===== src/hw/rtl/jeita_temperature_charge_limiter_core_macros.svh =====
// Assertion macros shared by the charge limiter RTL.
`ifndef JEITA_TEMPERATURE_CHARGE_LIMITER_CORE_MACROS_SVH
`define JEITA_TEMPERATURE_CHARGE_LIMITER_CORE_MACROS_SVH

// Same-cycle implication, checked at every rising edge outside reset.
`define JTCL_ASSERT_IMP(label, clk, rst_n, ante, cons, msg) \
    label: assert property (@(posedge clk) disable iff (!rst_n) (ante) |-> (cons)) \
        else $error(msg);

// Next-cycle implication, checked at every rising edge outside reset.
`define JTCL_ASSERT_NEXT(label, clk, rst_n, ante, cons, msg) \
    label: assert property (@(posedge clk) disable iff (!rst_n) (ante) |=> (cons)) \
        else $error(msg);

`endif


===== src/hw/rtl/jtcl_pkg.sv =====
// Shared types and constants of the temperature charge limiter.
package jtcl_pkg;

    localparam int JTCL_ENTRIES = 6;

    localparam int TEMP_W  = 12;
    localparam int VALUE_W = 24;
    localparam int HYST_W  = 10;
    localparam int EIDX_W  = 3;
    localparam int CFG_W   = 12;
    localparam int GATE_W  = 5;

    // Input operation codes.
    localparam logic OP_SAMPLE = 1'b0;
    localparam logic OP_WRITE  = 1'b1;

    // Configuration register indexes.
    localparam logic [1:0] REG_HOT  = 2'd0;
    localparam logic [1:0] REG_COLD = 2'd1;
    localparam logic [1:0] REG_RISE = 2'd2;
    localparam logic [1:0] REG_FALL = 2'd3;

    // Hysteresis only applies below this entry on the way up and from this
    // entry on the way down.
    localparam logic [GATE_W-1:0] RISE_GATE = 5'd5;
    localparam logic [GATE_W-1:0] FALL_GATE = 5'd4;

    localparam logic signed [TEMP_W-1:0] HOT_RESET  = 12'sd2047;
    localparam logic signed [TEMP_W-1:0] COLD_RESET = -12'sd2048;

    typedef struct packed {
        logic                     op;
        logic signed [TEMP_W-1:0] temperature;
        logic                     table_select;
        logic [EIDX_W-1:0]        entry_index;
        logic signed [TEMP_W-1:0] entry_low;
        logic signed [TEMP_W-1:0] entry_high;
        logic [VALUE_W-1:0]       entry_value;
    } jtcl_req_t;

    typedef struct packed {
        logic [VALUE_W-1:0] current_limit;
        logic               current_index_valid;
        logic [EIDX_W-1:0]  current_entry;
        logic [VALUE_W-1:0] voltage_limit;
        logic               voltage_index_valid;
        logic [EIDX_W-1:0]  voltage_entry;
        logic               charge_disabled;
    } jtcl_rsp_t;

    typedef struct packed {
        logic tbl;
        logic load_sample;
        logic write_entry;
        logic scan;
        logic hyst;
        logic fetch;
        logic load_out;
    } jtcl_cmd_t;

    typedef struct packed {
        logic scan_done;
        logic out_free;
    } jtcl_status_t;

endpackage


===== src/hw/rtl/jtcl_ctrl.sv =====
// Sequencing controller of the temperature charge limiter.
module jtcl_ctrl
    import jtcl_pkg::*;
(
    input  logic         clk,
    input  logic         rst_n,
    input  logic         req_valid,
    input  logic         req_op,
    input  jtcl_status_t status,
    output logic         req_stall,
    output jtcl_cmd_t    cmd
);

    typedef enum logic [4:0] {
        ST_IDLE  = 5'b00001,
        ST_SCAN  = 5'b00010,
        ST_HYST  = 5'b00100,
        ST_FETCH = 5'b01000,
        ST_DONE  = 5'b10000
    } jtcl_state_t;

    jtcl_state_t state_reg, state_next;
    logic        tbl_reg, tbl_next;
    logic        accept;

    assign req_stall = (state_reg != ST_IDLE);
    assign accept    = req_valid && (state_reg == ST_IDLE);

    always_comb
    begin
        state_next      = state_reg;
        tbl_next        = tbl_reg;
        cmd             = '0;
        cmd.tbl         = tbl_reg;
        case (state_reg)
            ST_IDLE:
            begin
                if (accept)
                begin
                    if (req_op == OP_WRITE)
                    begin
                        cmd.write_entry = 1'b1;
                    end
                    else
                    begin
                        cmd.load_sample = 1'b1;
                        tbl_next        = 1'b0;
                        state_next      = ST_SCAN;
                    end
                end
            end
            ST_SCAN:
            begin
                cmd.scan = 1'b1;
                if (status.scan_done)
                begin
                    state_next = ST_HYST;
                end
            end
            ST_HYST:
            begin
                cmd.hyst   = 1'b1;
                state_next = ST_FETCH;
            end
            ST_FETCH:
            begin
                cmd.fetch = 1'b1;
                if (tbl_reg == 1'b0)
                begin
                    tbl_next   = 1'b1;
                    state_next = ST_SCAN;
                end
                else
                begin
                    state_next = ST_DONE;
                end
            end
            ST_DONE:
            begin
                if (status.out_free)
                begin
                    cmd.load_out = 1'b1;
                    state_next   = ST_IDLE;
                end
            end
            default:
            begin
                state_next = ST_IDLE;
            end
        endcase
    end

    always_ff @(posedge clk or negedge rst_n)
    begin
        if (!rst_n)
        begin
            state_reg <= ST_IDLE;
            tbl_reg   <= 1'b0;
        end
        else
        begin
            state_reg <= state_next;
            tbl_reg   <= tbl_next;
        end
    end

endmodule


===== src/hw/rtl/jtcl_datapath.sv =====
// Table storage, scan, hysteresis and result registers of the charge limiter.
module jtcl_datapath
    import jtcl_pkg::*;
#(
    parameter int ENTRIES = JTCL_ENTRIES
)
(
    input  logic               clk,
    input  logic               rst_n,
    input  logic               cfg_write_en,
    input  logic [1:0]         cfg_index,
    input  logic [CFG_W-1:0]   cfg_data,
    input  jtcl_req_t          req_data,
    input  logic               rsp_stall,
    input  jtcl_cmd_t          cmd,
    output jtcl_status_t       status,
    output logic               rsp_valid,
    output jtcl_rsp_t          rsp_data
);

    localparam int IDX_W  = $clog2(ENTRIES);
    localparam int CNT_W  = IDX_W + 1;
    localparam int SLOTS  = 2 * ENTRIES;
    localparam int ADDR_W = $clog2(SLOTS);
    localparam logic [IDX_W-1:0]  LAST_IDX  = IDX_W'(ENTRIES - 1);
    localparam logic [ADDR_W-1:0] TBL1_BASE = ADDR_W'(ENTRIES);
    localparam logic [CNT_W-1:0]  ENT_CNT   = CNT_W'(ENTRIES);

    // Configuration registers.
    logic signed [TEMP_W-1:0] hot_reg, cold_reg;
    logic [HYST_W-1:0]        rise_reg, fall_reg;

    // Range tables, both tables in one flat store.
    logic signed [TEMP_W-1:0] low_reg   [SLOTS];
    logic signed [TEMP_W-1:0] high_reg  [SLOTS];
    logic [VALUE_W-1:0]       value_reg [SLOTS];

    logic signed [TEMP_W-1:0] t_reg;
    logic                     disabled_reg;
    logic [IDX_W-1:0]         scan_idx_reg;
    logic signed [TEMP_W-1:0] sel_lo_reg, sel_hi_reg;
    logic [IDX_W-1:0]         sel_idx_reg;
    logic                     found_reg;
    logic                     pos_valid_reg [2];
    logic [IDX_W-1:0]         pos_idx_reg   [2];
    logic [VALUE_W-1:0]       limit_reg     [2];
    logic                     rsp_valid_reg;
    jtcl_rsp_t                rsp_reg;

    logic                     wr_ok;
    logic [ADDR_W-1:0]        wr_addr;
    logic [IDX_W-1:0]         rd_idx;
    logic [ADDR_W-1:0]        rd_addr;
    logic signed [TEMP_W-1:0] rd_lo, rd_hi;
    logic [VALUE_W-1:0]       rd_value;
    logic                     below, empty, hit, last;
    logic                     held_valid;
    logic [IDX_W-1:0]         held_idx;
    logic [CNT_W-1:0]         sel_c, held_c;
    logic                     step_up, step_dn, keep;
    logic signed [TEMP_W:0]   t_ext, rise_thr, fall_thr;
    logic [GATE_W-1:0]        sel_g;
    logic [IDX_W-1:0]         final_idx;
    logic                     sample_disable, gate_ok;

    // Write path.
    assign wr_ok   = (CNT_W'(req_data.entry_index) < ENT_CNT);
    assign wr_addr = (req_data.table_select ? TBL1_BASE : '0) + ADDR_W'(req_data.entry_index);

    // Single read port: the scan pointer, or the chosen entry when fetching.
    assign rd_idx   = cmd.fetch ? pos_idx_reg[cmd.tbl] : scan_idx_reg;
    assign rd_addr  = (cmd.tbl ? TBL1_BASE : '0) + ADDR_W'(rd_idx);
    assign rd_lo    = low_reg[rd_addr];
    assign rd_hi    = high_reg[rd_addr];
    assign rd_value = value_reg[rd_addr];

    // Scan step classification.
    assign below = (scan_idx_reg == '0) && (t_reg < rd_lo);
    assign empty = (rd_lo == '0) && (rd_hi == '0);
    assign hit   = (rd_lo < rd_hi) ? ((t_reg >= rd_lo) && (t_reg <= rd_hi))
                                   : ((t_reg >= rd_hi) && (t_reg <= rd_lo));
    assign last  = (scan_idx_reg == LAST_IDX);
    assign status.scan_done = below || empty || hit || last;
    assign status.out_free  = !rsp_valid_reg || !rsp_stall;

    // Hysteresis against the index held from the previous sample.
    assign held_valid = pos_valid_reg[cmd.tbl];
    assign held_idx   = pos_idx_reg[cmd.tbl];
    assign sel_c      = CNT_W'(sel_idx_reg);
    assign held_c     = CNT_W'(held_idx);
    assign step_up    = held_valid && (sel_c == held_c + CNT_W'(1));
    assign step_dn    = held_valid && (sel_c + CNT_W'(1) == held_c);
    assign t_ext      = {t_reg[TEMP_W-1], t_reg};
    assign rise_thr   = $signed({sel_lo_reg[TEMP_W-1], sel_lo_reg})
                      + $signed({3'b000, rise_reg});
    assign fall_thr   = $signed({sel_hi_reg[TEMP_W-1], sel_hi_reg})
                      - $signed({3'b000, fall_reg});
    assign sel_g      = GATE_W'(sel_idx_reg);
    assign keep       = (step_up && (t_ext < rise_thr) && (sel_g < RISE_GATE))
                     || (step_dn && (t_ext > fall_thr) && (sel_g >= FALL_GATE));
    assign final_idx  = keep ? held_idx : sel_idx_reg;

    // The disable flag only moves while the thresholds straddle zero.
    assign gate_ok        = !hot_reg[TEMP_W-1] && (cold_reg[TEMP_W-1] || (cold_reg == '0));
    assign sample_disable = (req_data.temperature >= hot_reg)
                         || (req_data.temperature <= cold_reg);

    always_ff @(posedge clk or negedge rst_n)
    begin
        if (!rst_n)
        begin
            hot_reg  <= HOT_RESET;
            cold_reg <= COLD_RESET;
            rise_reg <= '0;
            fall_reg <= '0;
        end
        else if (cfg_write_en)
        begin
            case (cfg_index)
                REG_HOT:  hot_reg  <= cfg_data;
                REG_COLD: cold_reg <= cfg_data;
                REG_RISE: rise_reg <= cfg_data[HYST_W-1:0];
                REG_FALL: fall_reg <= cfg_data[HYST_W-1:0];
                default:  ;
            endcase
        end
    end

    always_ff @(posedge clk or negedge rst_n)
    begin
        if (!rst_n)
        begin
            for (int i = 0; i < SLOTS; i++)
            begin
                low_reg[i]   <= '0;
                high_reg[i]  <= '0;
                value_reg[i] <= '0;
            end
        end
        else if (cmd.write_entry && wr_ok)
        begin
            low_reg[wr_addr]   <= req_data.entry_low;
            high_reg[wr_addr]  <= req_data.entry_high;
            value_reg[wr_addr] <= req_data.entry_value;
        end
    end

    always_ff @(posedge clk or negedge rst_n)
    begin
        if (!rst_n)
        begin
            disabled_reg  <= 1'b0;
            scan_idx_reg  <= '0;
            found_reg     <= 1'b0;
            rsp_valid_reg <= 1'b0;
            for (int k = 0; k < 2; k++)
            begin
                pos_valid_reg[k] <= 1'b0;
                pos_idx_reg[k]   <= '0;
            end
        end
        else
        begin
            if (cmd.load_sample)
            begin
                scan_idx_reg <= '0;
                if (gate_ok)
                begin
                    disabled_reg <= sample_disable;
                end
            end
            if (cmd.scan)
            begin
                if (status.scan_done)
                begin
                    found_reg <= !below && !(empty && (scan_idx_reg == '0));
                end
                else
                begin
                    scan_idx_reg <= scan_idx_reg + IDX_W'(1);
                end
            end
            if (cmd.hyst)
            begin
                pos_valid_reg[cmd.tbl] <= found_reg;
                pos_idx_reg[cmd.tbl]   <= found_reg ? final_idx : '0;
            end
            if (cmd.fetch)
            begin
                scan_idx_reg <= '0;
            end
            if (cmd.load_out)
            begin
                rsp_valid_reg <= 1'b1;
            end
            else if (!rsp_stall)
            begin
                rsp_valid_reg <= 1'b0;
            end
        end
    end

    // Payload registers.
    always_ff @(posedge clk)
    begin
        if (cmd.load_sample)
        begin
            t_reg <= req_data.temperature;
        end
        if (cmd.scan && !below && !empty)
        begin
            sel_lo_reg  <= rd_lo;
            sel_hi_reg  <= rd_hi;
            sel_idx_reg <= scan_idx_reg;
        end
        if (cmd.fetch)
        begin
            limit_reg[cmd.tbl] <= pos_valid_reg[cmd.tbl] ? rd_value : '0;
        end
        if (cmd.load_out)
        begin
            rsp_reg.current_limit       <= limit_reg[0];
            rsp_reg.current_index_valid <= pos_valid_reg[0];
            rsp_reg.current_entry       <= pos_idx_reg[0][EIDX_W-1:0];
            rsp_reg.voltage_limit       <= limit_reg[1];
            rsp_reg.voltage_index_valid <= pos_valid_reg[1];
            rsp_reg.voltage_entry       <= pos_idx_reg[1][EIDX_W-1:0];
            rsp_reg.charge_disabled     <= disabled_reg;
        end
    end

    assign rsp_valid = rsp_valid_reg;
    assign rsp_data  = rsp_reg;

endmodule


===== src/hw/rtl/jeita_temperature_charge_limiter_core.sv =====
// Top level of the temperature charge limiter with hysteresis.
//
// Usage: beats on the request channel (req_valid, req_stall, req_data) either
// write one entry of the current or the voltage range table (op = write) or
// carry a temperature sample (op = sample). A write takes effect at its own
// beat and gives no response; the block stays ready the next cycle.
// A sample gives exactly one response beat (rsp_valid, rsp_stall, rsp_data)
// holding the selected current and voltage limits, their indexes and the
// charge disable flag.
// The two tables are scanned one after the other, one entry per cycle,
// through a single read port on the table store; each scan visits 1 to
// ENTRIES entries. The request side is stalled while a sample is in work,
// until its result is loaded into the output register.
// If the receiver stalls, the finished response waits in the output register
// and a new sample may still be taken; it then waits before its own result
// is loaded. Reset clears both tables, the held indexes, the disable flag
// and loads the threshold and hysteresis registers with their defaults.
`include "jeita_temperature_charge_limiter_core_macros.svh"

module jeita_temperature_charge_limiter_core
    import jtcl_pkg::*;
#(
    parameter int ENTRIES = JTCL_ENTRIES
)
(
    input  logic             clk,
    input  logic             rst_n,
    input  logic             cfg_write_en,
    input  logic [1:0]       cfg_index,
    input  logic [CFG_W-1:0] cfg_data,
    input  logic             req_valid,
    output logic             req_stall,
    input  jtcl_req_t        req_data,
    output logic             rsp_valid,
    input  logic             rsp_stall,
    output jtcl_rsp_t        rsp_data
);

    jtcl_cmd_t    cmd;
    jtcl_status_t status;

    // The controller owns sequencing; the datapath owns all storage.
    jtcl_ctrl u_ctrl (
        .clk       (clk),
        .rst_n     (rst_n),
        .req_valid (req_valid),
        .req_op    (req_data.op),
        .status    (status),
        .req_stall (req_stall),
        .cmd       (cmd)
    );

    jtcl_datapath #(
        .ENTRIES (ENTRIES)
    ) u_datapath (
        .clk          (clk),
        .rst_n        (rst_n),
        .cfg_write_en (cfg_write_en),
        .cfg_index    (cfg_index),
        .cfg_data     (cfg_data),
        .req_data     (req_data),
        .rsp_stall    (rsp_stall),
        .cmd          (cmd),
        .status       (status),
        .rsp_valid    (rsp_valid),
        .rsp_data     (rsp_data)
    );

    // A sample beat always makes the block busy in the following cycle.
    `JTCL_ASSERT_NEXT(a_sample_busy, clk, rst_n, req_valid && !req_stall && (req_data.op == OP_SAMPLE), req_stall, "sample beat did not start a lookup")

    // A table write completes in its own beat.
    `JTCL_ASSERT_NEXT(a_write_single, clk, rst_n, req_valid && !req_stall && (req_data.op == OP_WRITE), !req_stall, "table write held the request side")

    // An invalid current index reports entry zero and no limit.
    `JTCL_ASSERT_IMP(a_cur_invalid, clk, rst_n, rsp_valid && !rsp_data.current_index_valid, (rsp_data.current_entry == '0) && (rsp_data.current_limit == '0), "invalid current index with data")

    // An invalid voltage index reports entry zero and no limit.
    `JTCL_ASSERT_IMP(a_vol_invalid, clk, rst_n, rsp_valid && !rsp_data.voltage_index_valid, (rsp_data.voltage_entry == '0) && (rsp_data.voltage_limit == '0), "invalid voltage index with data")

endmodule


===== config.mk =====
export PLATFORM = sky130hd
export DESIGN_NAME = jeita_temperature_charge_limiter_core
export DESIGN_NICKNAME = d
export VERILOG_FILES = /design/src/hw/rtl/jtcl_pkg.sv /design/src/hw/rtl/jtcl_ctrl.sv /design/src/hw/rtl/jtcl_datapath.sv /design/src/hw/rtl/jeita_temperature_charge_limiter_core.sv
export VERILOG_INCLUDE_DIRS = /design/src /design/src/hw/rtl
export SDC_FILE = /design/constraint.sdc
export NUM_CORES = 1
export LEC_CHECK = 0
export ABC_CLOCK_PERIOD_IN_PS = 6460
export BUFFER_PORTS_ARGS = -buffer_cell sky130_fd_sc_hd__buf_2
export CORE_ASPECT_RATIO = 0.6
export CORE_MARGIN = 2
export CORE_UTILIZATION = 50
export CTS_CLUSTER_SIZE = 20
export DETAILED_ROUTE_END_ITERATION = 16
export GPL_TIMING_DRIVEN = 0
export PLACE_DENSITY = 0.77
export RECOVER_POWER = 25
export SYNTH_ARGS = -nofsm -noshare
export SYNTH_HDL_FRONTEND = slang
export SYNTH_SLANG_ARGS = --single-unit
export TNS_END_PERCENT = 100

===== constraint.sdc =====
create_clock -name clk -period 6.46 [get_ports clk]
set_input_delay 0.969 -clock clk [delete_from_list [all_inputs] [get_ports clk]]
set_output_delay 0.969 -clock clk [all_outputs]
set_load 0.005 [all_outputs]

Word level (Yosys, flattened, before mapping). Memory sizes are Yosys's and may differ from the RTL's. A register that Yosys moved wholly into a read port is not among the register bits. Cells that the tools add are included.

Register bits after elaboration: 688. Latch bits: 0. RAM bits: 48. ROM bits: 0. Input port bits: 84. Output and inout port bits: 59. Logic and storage cells: 212. Memories: 1.

Memories: u_datapath.limit_reg (depth 2, bits a word 24, rd ports 2, clocked after Yosys merged registers in 2, write ports 1, line jtcl_datapath.sv:46) `logic [VALUE_W-1:0] limit_reg [2];`.

Add/sub/neg operators: 7. Multipliers: 0. Div/mod/pow operators: 0. Magnitude comparators: 18. Eq/ne operators: 17. Shift operators: 0. Muxes and demuxes: 61. Bitwise gates (word level): 3. Reductions and logical operators: 46.

Operators with widths (number): $bwmux W144 (2); $bwmux W288 (1); $bmux W12 S4 (2); $bmux W24 S4 (1); $demux W24 S4 (1); $mux W24 (4); $mux W12 (5); $demux W12 S4 (1); $mux W3 (13); $ge A12 B12 Y1 (3); $le A12 B12 Y1 (3); $logic_not A12 Y1 (3); $mux W5 (5); $pmux W5 S5 (1); $lt A12 B12 Y1 (2); $logic_and A1 B1 Y1 (19); $mux W1 (18); $add A12 B11 Y13 (1); $gt A12 B13 Y1 (1); $lt A12 B13 Y1 (1); $sub A12 B11 Y13 (1); $reduce_and A2 Y1 (6); $ge A5 B5 Y1 const B (2); $not A4 Y5 (2); other kinds (35) (54).

Depth between registers and ports, before layout.
Depth after elaboration: 18. Mapped depth: 28. Gate-level depth less buffers: 26.

Cells and area by module. From an unflattened synthesis, not the netlist that was laid out.

Cell total of the unflattened synthesis: 2671. Area, all modules: 37232.0 um^2.

By module, submodules not included: jtcl_datapath (times used 1, cells each 2633, area each 36857.8 um^2, seq. area each 20204.4 um^2); jtcl_ctrl (times used 1, cells each 38, area each 374.1 um^2, seq. area each 151.4 um^2).

Least setup slack after synthesis. Ideal clock, no wire load.

Kind: flip-flop to flip-flop. Start point: register u_ctrl.state_reg[1]. End point: register u_datapath.sel_hi_reg[0], enable pin. Library setup time: 0.411 ns. Data arrival time: 5.707 ns. Data required time: 6.049 ns. Slack: 0.342 ns. Stages on the path, launching flop included: 21. Path buffers: 2. Clock period less this slack: 6.118 ns. Cell sequence: dfrtp_1 or3_4 nor2_1 o21ai_0 ha_1 fa_1 clkbuf_1 nor2_1 nand2_1 clkbuf_1 o22ai_1 or4_1 inv_1 ha_1 nand4_1 nor2_1 o21ai_0 a32oi_1 nor2b_1 nand2b_1 nor2_1.

Longest elaborated chain between the ends: 13. Elaborated cells between the ends (all ways): 22. Those cells by class: add/sub (1); order compare (1); eq/ne (2); mux (9); bitwise (1); reduce/logical (8).

RTL lines: start: declaration (line jtcl_ctrl.sv:22) `jtcl_state_t state_reg, state_next;`; start signal: assignment (line jtcl_ctrl.sv:102) `state_reg <= state_next;`; $eq A5 B4 Y1 (*) (line jtcl_ctrl.sv:35) `case (state_reg)`; $mux W1 (*) (line jtcl_ctrl.sv:35); $mux W3 (*) (line jtcl_datapath.sv:71) `assign rd_idx = cmd.fetch ? pos_idx_reg[cmd.tbl] : scan_idx_reg;`; $add A4 B3 Y4 (*) (line jtcl_datapath.sv:72) `assign rd_addr = (cmd.tbl ? TBL1_BASE : '0) + ADDR_W'(rd_idx);`; $not A4 Y5 (not written as such) (*) (line jtcl_datapath.sv:73) `assign rd_lo = low_reg[rd_addr];`; $bmux W12 S4 (*) (line jtcl_datapath.sv:73); $mux W12 (not written as such) (*) (2 in series) (line jtcl_datapath.sv:73); net u_datapath.rd_lo[9] (line jtcl_datapath.sv:54) `logic signed [TEMP_W-1:0] rd_lo, rd_hi;`; $lt A12 B12 Y1 (line jtcl_datapath.sv:78) `assign below = (scan_idx_reg == '0) && (t_reg < rd_lo);`; $logic_and A1 B1 Y1 (line jtcl_datapath.sv:78); $logic_not A1 Y1 (line jtcl_datapath.sv:210) `if (cmd.scan && !below && !empty)`; $logic_and A1 B1 Y1 (line jtcl_datapath.sv:210); $logic_and A1 B1 Y1 (*) (line jtcl_datapath.sv:210); end signal: assignment (line jtcl_datapath.sv:213) `sel_hi_reg <= rd_hi;`; end: declaration (line jtcl_datapath.sv:41) `logic signed [TEMP_W-1:0] sel_lo_reg, sel_hi_reg;`.

The timed path passes the listed nets; every way through them passes the cells marked *. The select of a mux whose other input is x is not followed. A chain may end at the register's enable or synchronous reset.

Worst setup path in the final report.
Start point: register u_ctrl.tbl_reg. End point: register u_datapath.scan_idx_reg[2].

Longest elaborated chain between the ends: 18. Elaborated cells between the ends (all ways): 33. Those cells by class: add/sub (1); order compare (6); mux (15); bitwise (2); reduce/logical (9).

RTL lines: start: declaration (line jtcl_ctrl.sv:23) `logic tbl_reg, tbl_next;`; start signal: assignment (line jtcl_ctrl.sv:103) `tbl_reg <= tbl_next;`; $not A1 Y2 (not written as such) (line jtcl_datapath.sv:71); $mux W3 (not written as such) (3 in series) (line jtcl_datapath.sv:71); $mux W3 (line jtcl_datapath.sv:71); $add A4 B3 Y4 (*) (line jtcl_datapath.sv:72); $not A4 Y5 (not written as such) (*) (line jtcl_datapath.sv:73, jtcl_datapath.sv:74); $bmux W12 S4, on equally long branches (line jtcl_datapath.sv:74, jtcl_datapath.sv:73); $mux W12, on equally long branches (2 in series) (line jtcl_datapath.sv:74, jtcl_datapath.sv:73); $ge A12 B12 Y1, or another cell as far along (line jtcl_datapath.sv:81) `: ((t_reg >= rd_hi) && (t_reg <= rd_lo));`; $logic_and A1 B1 Y1, on equally long branches; $mux W1 or $logic_or A1 B1 Y1 (tied branches) (line jtcl_datapath.sv:80, jtcl_datapath.sv:83); $logic_or A1 B1 Y1 (*) (2 in series) (line jtcl_datapath.sv:83) `assign status.scan_done = below || empty || hit || last;`; $mux W3 (*) (line jtcl_datapath.sv:174) `if (status.scan_done)`; $mux W3 (*) (line jtcl_datapath.sv:172) `if (cmd.scan)`; $mux W3 (*) (line jtcl_datapath.sv:188) `if (cmd.fetch)`; end signal: assignment (line jtcl_datapath.sv:180) `scan_idx_reg <= scan_idx_reg + IDX_W'(1);`; end: declaration (line jtcl_datapath.sv:40) `logic [IDX_W-1:0] scan_idx_reg;`.

Mark *: on every way between the ends. The rest lies on a longest branch, timed or not. The select of a mux whose other input is x is not followed.

==> reports/results.ini <==
[logic_synthesis]
synth_top_cell_by_area = dfrtp_1
syn_nets = 2891
synthFlopType = dfrtp_1
yosysUniqueCellTypes = 74
yosysSeqAreaShare_pct = 55.6
synthTopCellsByArea = dfrtp_1, mux2_2, edfxtp_1, mux4_2, ha_1
syn_avg_cell_area_um2 = 13.6
synthCells = 2691
synth_top_area_share_pct = 42.9
yosys_warnings = 0
synth-seq-cells = 784
async_flop_share_pct = 81.6
synth_edf_count = 144
syn_area_um2 = 36600

[pwr]
pwr-share-clk_pct = 29.4
pwr-share-seq_pct = 42.5
swShare_pct = 31.2
comb_power_share_pct = 28.1
p_int_w = 0.0107
power.density_nw_per_um2 = 375
power.switching_w = 0.00487
peakVddDrop_v = 0.000223
p_leak_nw = 18.7

[setup_path]
worstSetupStartpointType = flop
r2r-start = u_ctrl.tbl_reg
critPathRequiredTime_ns = 7.02
path_max_fanout = 10
critical_path_class = flop to flop
end_kind = flop
crit_start = u_ctrl.tbl_reg
cp.arrival_ns = 6.90

[final_layout]
final_util_pct = 57.7
multi_input_area_um2 = 15300
fin_nets = 3131
n_fill_cell = 5644
layout_commonest_cell = dfrtp_1
drive_above_1_share_pct = 36.4
largest_reg_flops = 288
area_delta_synth_final_pct = 13.7
final_cell_mix = dfrtp_1, mux2_2, nand2_1, buf_2, edfxtp_1
layout.area.seq_um2 = 20400

[die]
top_level_ports = 143
initial_core_util_pct = 50.7
dieArea_um2 = 75400
die_y_um = 214
die_x_um = 353
core_area_um2 = 72100
row_count = 76

[grt]
grt_pass1_wl_mm = 153
grt_max_degree = 133
grt_overflow = 0
grt_pass1_vias = 24800
antenna_found_initial = 4
grt_use_total_pct = 26.9

[clock_network]
htree_num_levels = 3
ctsRootBufferMaster = clkbuf_16
numCtsBuffers = 74
cts_tree = done
clkSlewWorstSetupHoldPaths_ns = 0.06
clk_latency_ns = 0.64
cts_sinks = 784
ctsLongestPathBuffers = 3

[detailed_routing]
dr_total_vias = 24200
drtIter0Drc = 2639
wirelength_mm = 101
drc = 0
firstDrtPassIters = 5
ant_nets = 0
via_per_inst = 6.10
routedWlPerCell_um = 25.6

[timing]
tightest_slew_ns = 3.23
fin_tns_setup_ns = 0
fmax_ghz = 0.158
period_needed_ns = 6.34
slew_headroom_pct = -116
hold_violations = 0
finClkSkew_ns = 0.0262
drv_slew = 275
period_share_pct = 98.2
setup_viol = 0

[min_path]
hold_path_class = flop to flop
hold_start = u_datapath.limit_reg[1][16]

[placed_design]
gp_congestion = 0.948
port_buffers = 142
dp_hpwl_mm = 72.9

[run_status]
violations = capacitance limit, slew limit
status = finished with violations

[job]
cap_violations = 3

through the flow:
| step | hold slack [ns] | setup slack, ns | cells | total power (W) | cell area, um^2 |
|---|---|---|---|---|---|
| final | 0.420 | 0.117 | 3964 | 0.0156 | 41600 |
| after global routing | 0.424 | -0.0185 | 3962 | 0.0163 | 41600 |
| after CTS | 0.238 | 0.0405 | 3953 | 0.0155 | 41500 |
| after detailed placement | 0.405 | -1.78 | 3817 | 0.0108 | 38700 |
| after global placement | 0.404 | -7.99 | 3808 | 0.0106 | 38500 |
| after floorplan | 0.400 | 0.342 | 2691 | 0.00940 | 36600 |
synthesized netlist by cell type, types with 4 or more instances:
cell / instances
nor2_1: 60
mux2i_1: 39
or2_2: 4
or3_1: 6
nand3b_1: 5
o2111ai_1: 4
a21o_1: 22
nor4_1: 18
o21ai_0: 77
a211o_1: 4
o21bai_1: 5
o22ai_1: 17
clkbuf_1: 128
fa_1: 4
mux2_2: 612
and3_1: 14
dfrtp_1: 627
xnor2_1: 18
ha_1: 112
nor3_1: 23
nor2b_1: 12
nor3b_1: 5
nand3_1: 43
a31oi_1: 18
and2_1: 6
nand2b_1: 12
o21a_1: 14
edfxtp_1: 144
o221ai_1: 8
dfstp_2: 13
inv_1: 103
mux4_2: 91
nand2_1: 152
or4_1: 9
nand4_1: 16
a21oi_1: 118
buf_2: 19
xor2_1: 4
a211oi_1: 13
buf_1: 30
critical path: stages, from the launching register on:
cell      delay [ns]
dfrtp_2         0.42
buf_6           0.17
mux2_2          0.41
nand2_1         0.07
o21ai_0         0.13
ha_2            0.24
fa_2            0.74
nor2_4          0.11
nand2_1         0.21
buf_6           0.22
a21oi_1         0.06
or4_1           0.65
a21oi_4         0.28
ha_1            0.29
o21ai_0         0.08
a21oi_1         0.07
o21ai_1         0.23
a32oi_2         0.18
o22a_1          0.25
o211ai_1        0.16
o41ai_4         0.18
nor4_4          0.35
o31ai_4         0.18
or3b_1          0.41
a31oi_1         0.17
cell type report:
type | instances | area share, %
diodes | 2 | 0.0120
plain buffers | 177 | 1.85
clock buffers | 103 | 5.10
clock inverters | 29 | 0.933
inverters | 105 | 0.951
multi-input cells | 1622 | 36.9
flip-flops and latches | 784 | 48.9
well taps | 975 | 2.93
repair buffers | 167 | 2.36
final timing paths:
kind	end	slack (ns)	cells past startpoint
setup / recovery	u_datapath.scan_idx_reg[2]	0.12	24
hold / removal	rsp_data[21]	0.42	0
setup reg to reg	u_datapath.scan_idx_reg[2]	0.12	24
hold reg to reg	rsp_data[21]	0.42	0
max in group asynchronous	u_datapath.value_reg[254]	1.13	2
min in group asynchronous	u_datapath.low_reg[82]	1.12	1
cells by family (layout without fill, tap and decap cells):
| kind of cell | after synthesis | after routing | share of synthesized area, % |
|---|---|---|---|
| muxes | 743 | 743 | 25.6 |
| xor gates and xnor gates | 22 | 22 | 0.527 |
| DFF | 784 | 784 | 55.6 |
| adders and majority gates | 116 | 116 | 4.05 |
| other | 0 | 2 | 0 |
| buffers and inverters | 285 | 581 | 3.02 |
| and+or+nand+nor | 401 | 401 | 5.43 |
| AOI/OAI and AO/OA | 340 | 340 | 5.76 |
metal layers:
layer	vias to the layer above	wire (um)	global-route usage, %	share of wire (%)
met3	200	11900	10.5	12
met2	1128	42500	38.5	42
met5	-	183	0	0.18
met1	12500	44600	38.8	44
met4	6	2210	6.24	2.2
li1	10300	-	-	-
power groups by stage:
stage	clock network, W	logic, W	registers, W
after floorplan	0	0.00293	0.00647
after global placement	0	0.00397	0.00660
after global routing	0.00485	0.00470	0.00671
final	0.00459	0.00438	0.00663
after detailed placement	0	0.00415	0.00669
after CTS	0.00465	0.00424	0.00660
what timing repair did:
action	CTS	global route
setup buffers	6	9
cloned	0	0
endpoints found under the setup margin	33	20
hold buffers	0	0
gates resized for setup	53	53
pin swaps	2	4
Note: power is estimated with default switching activity, not from simulation.
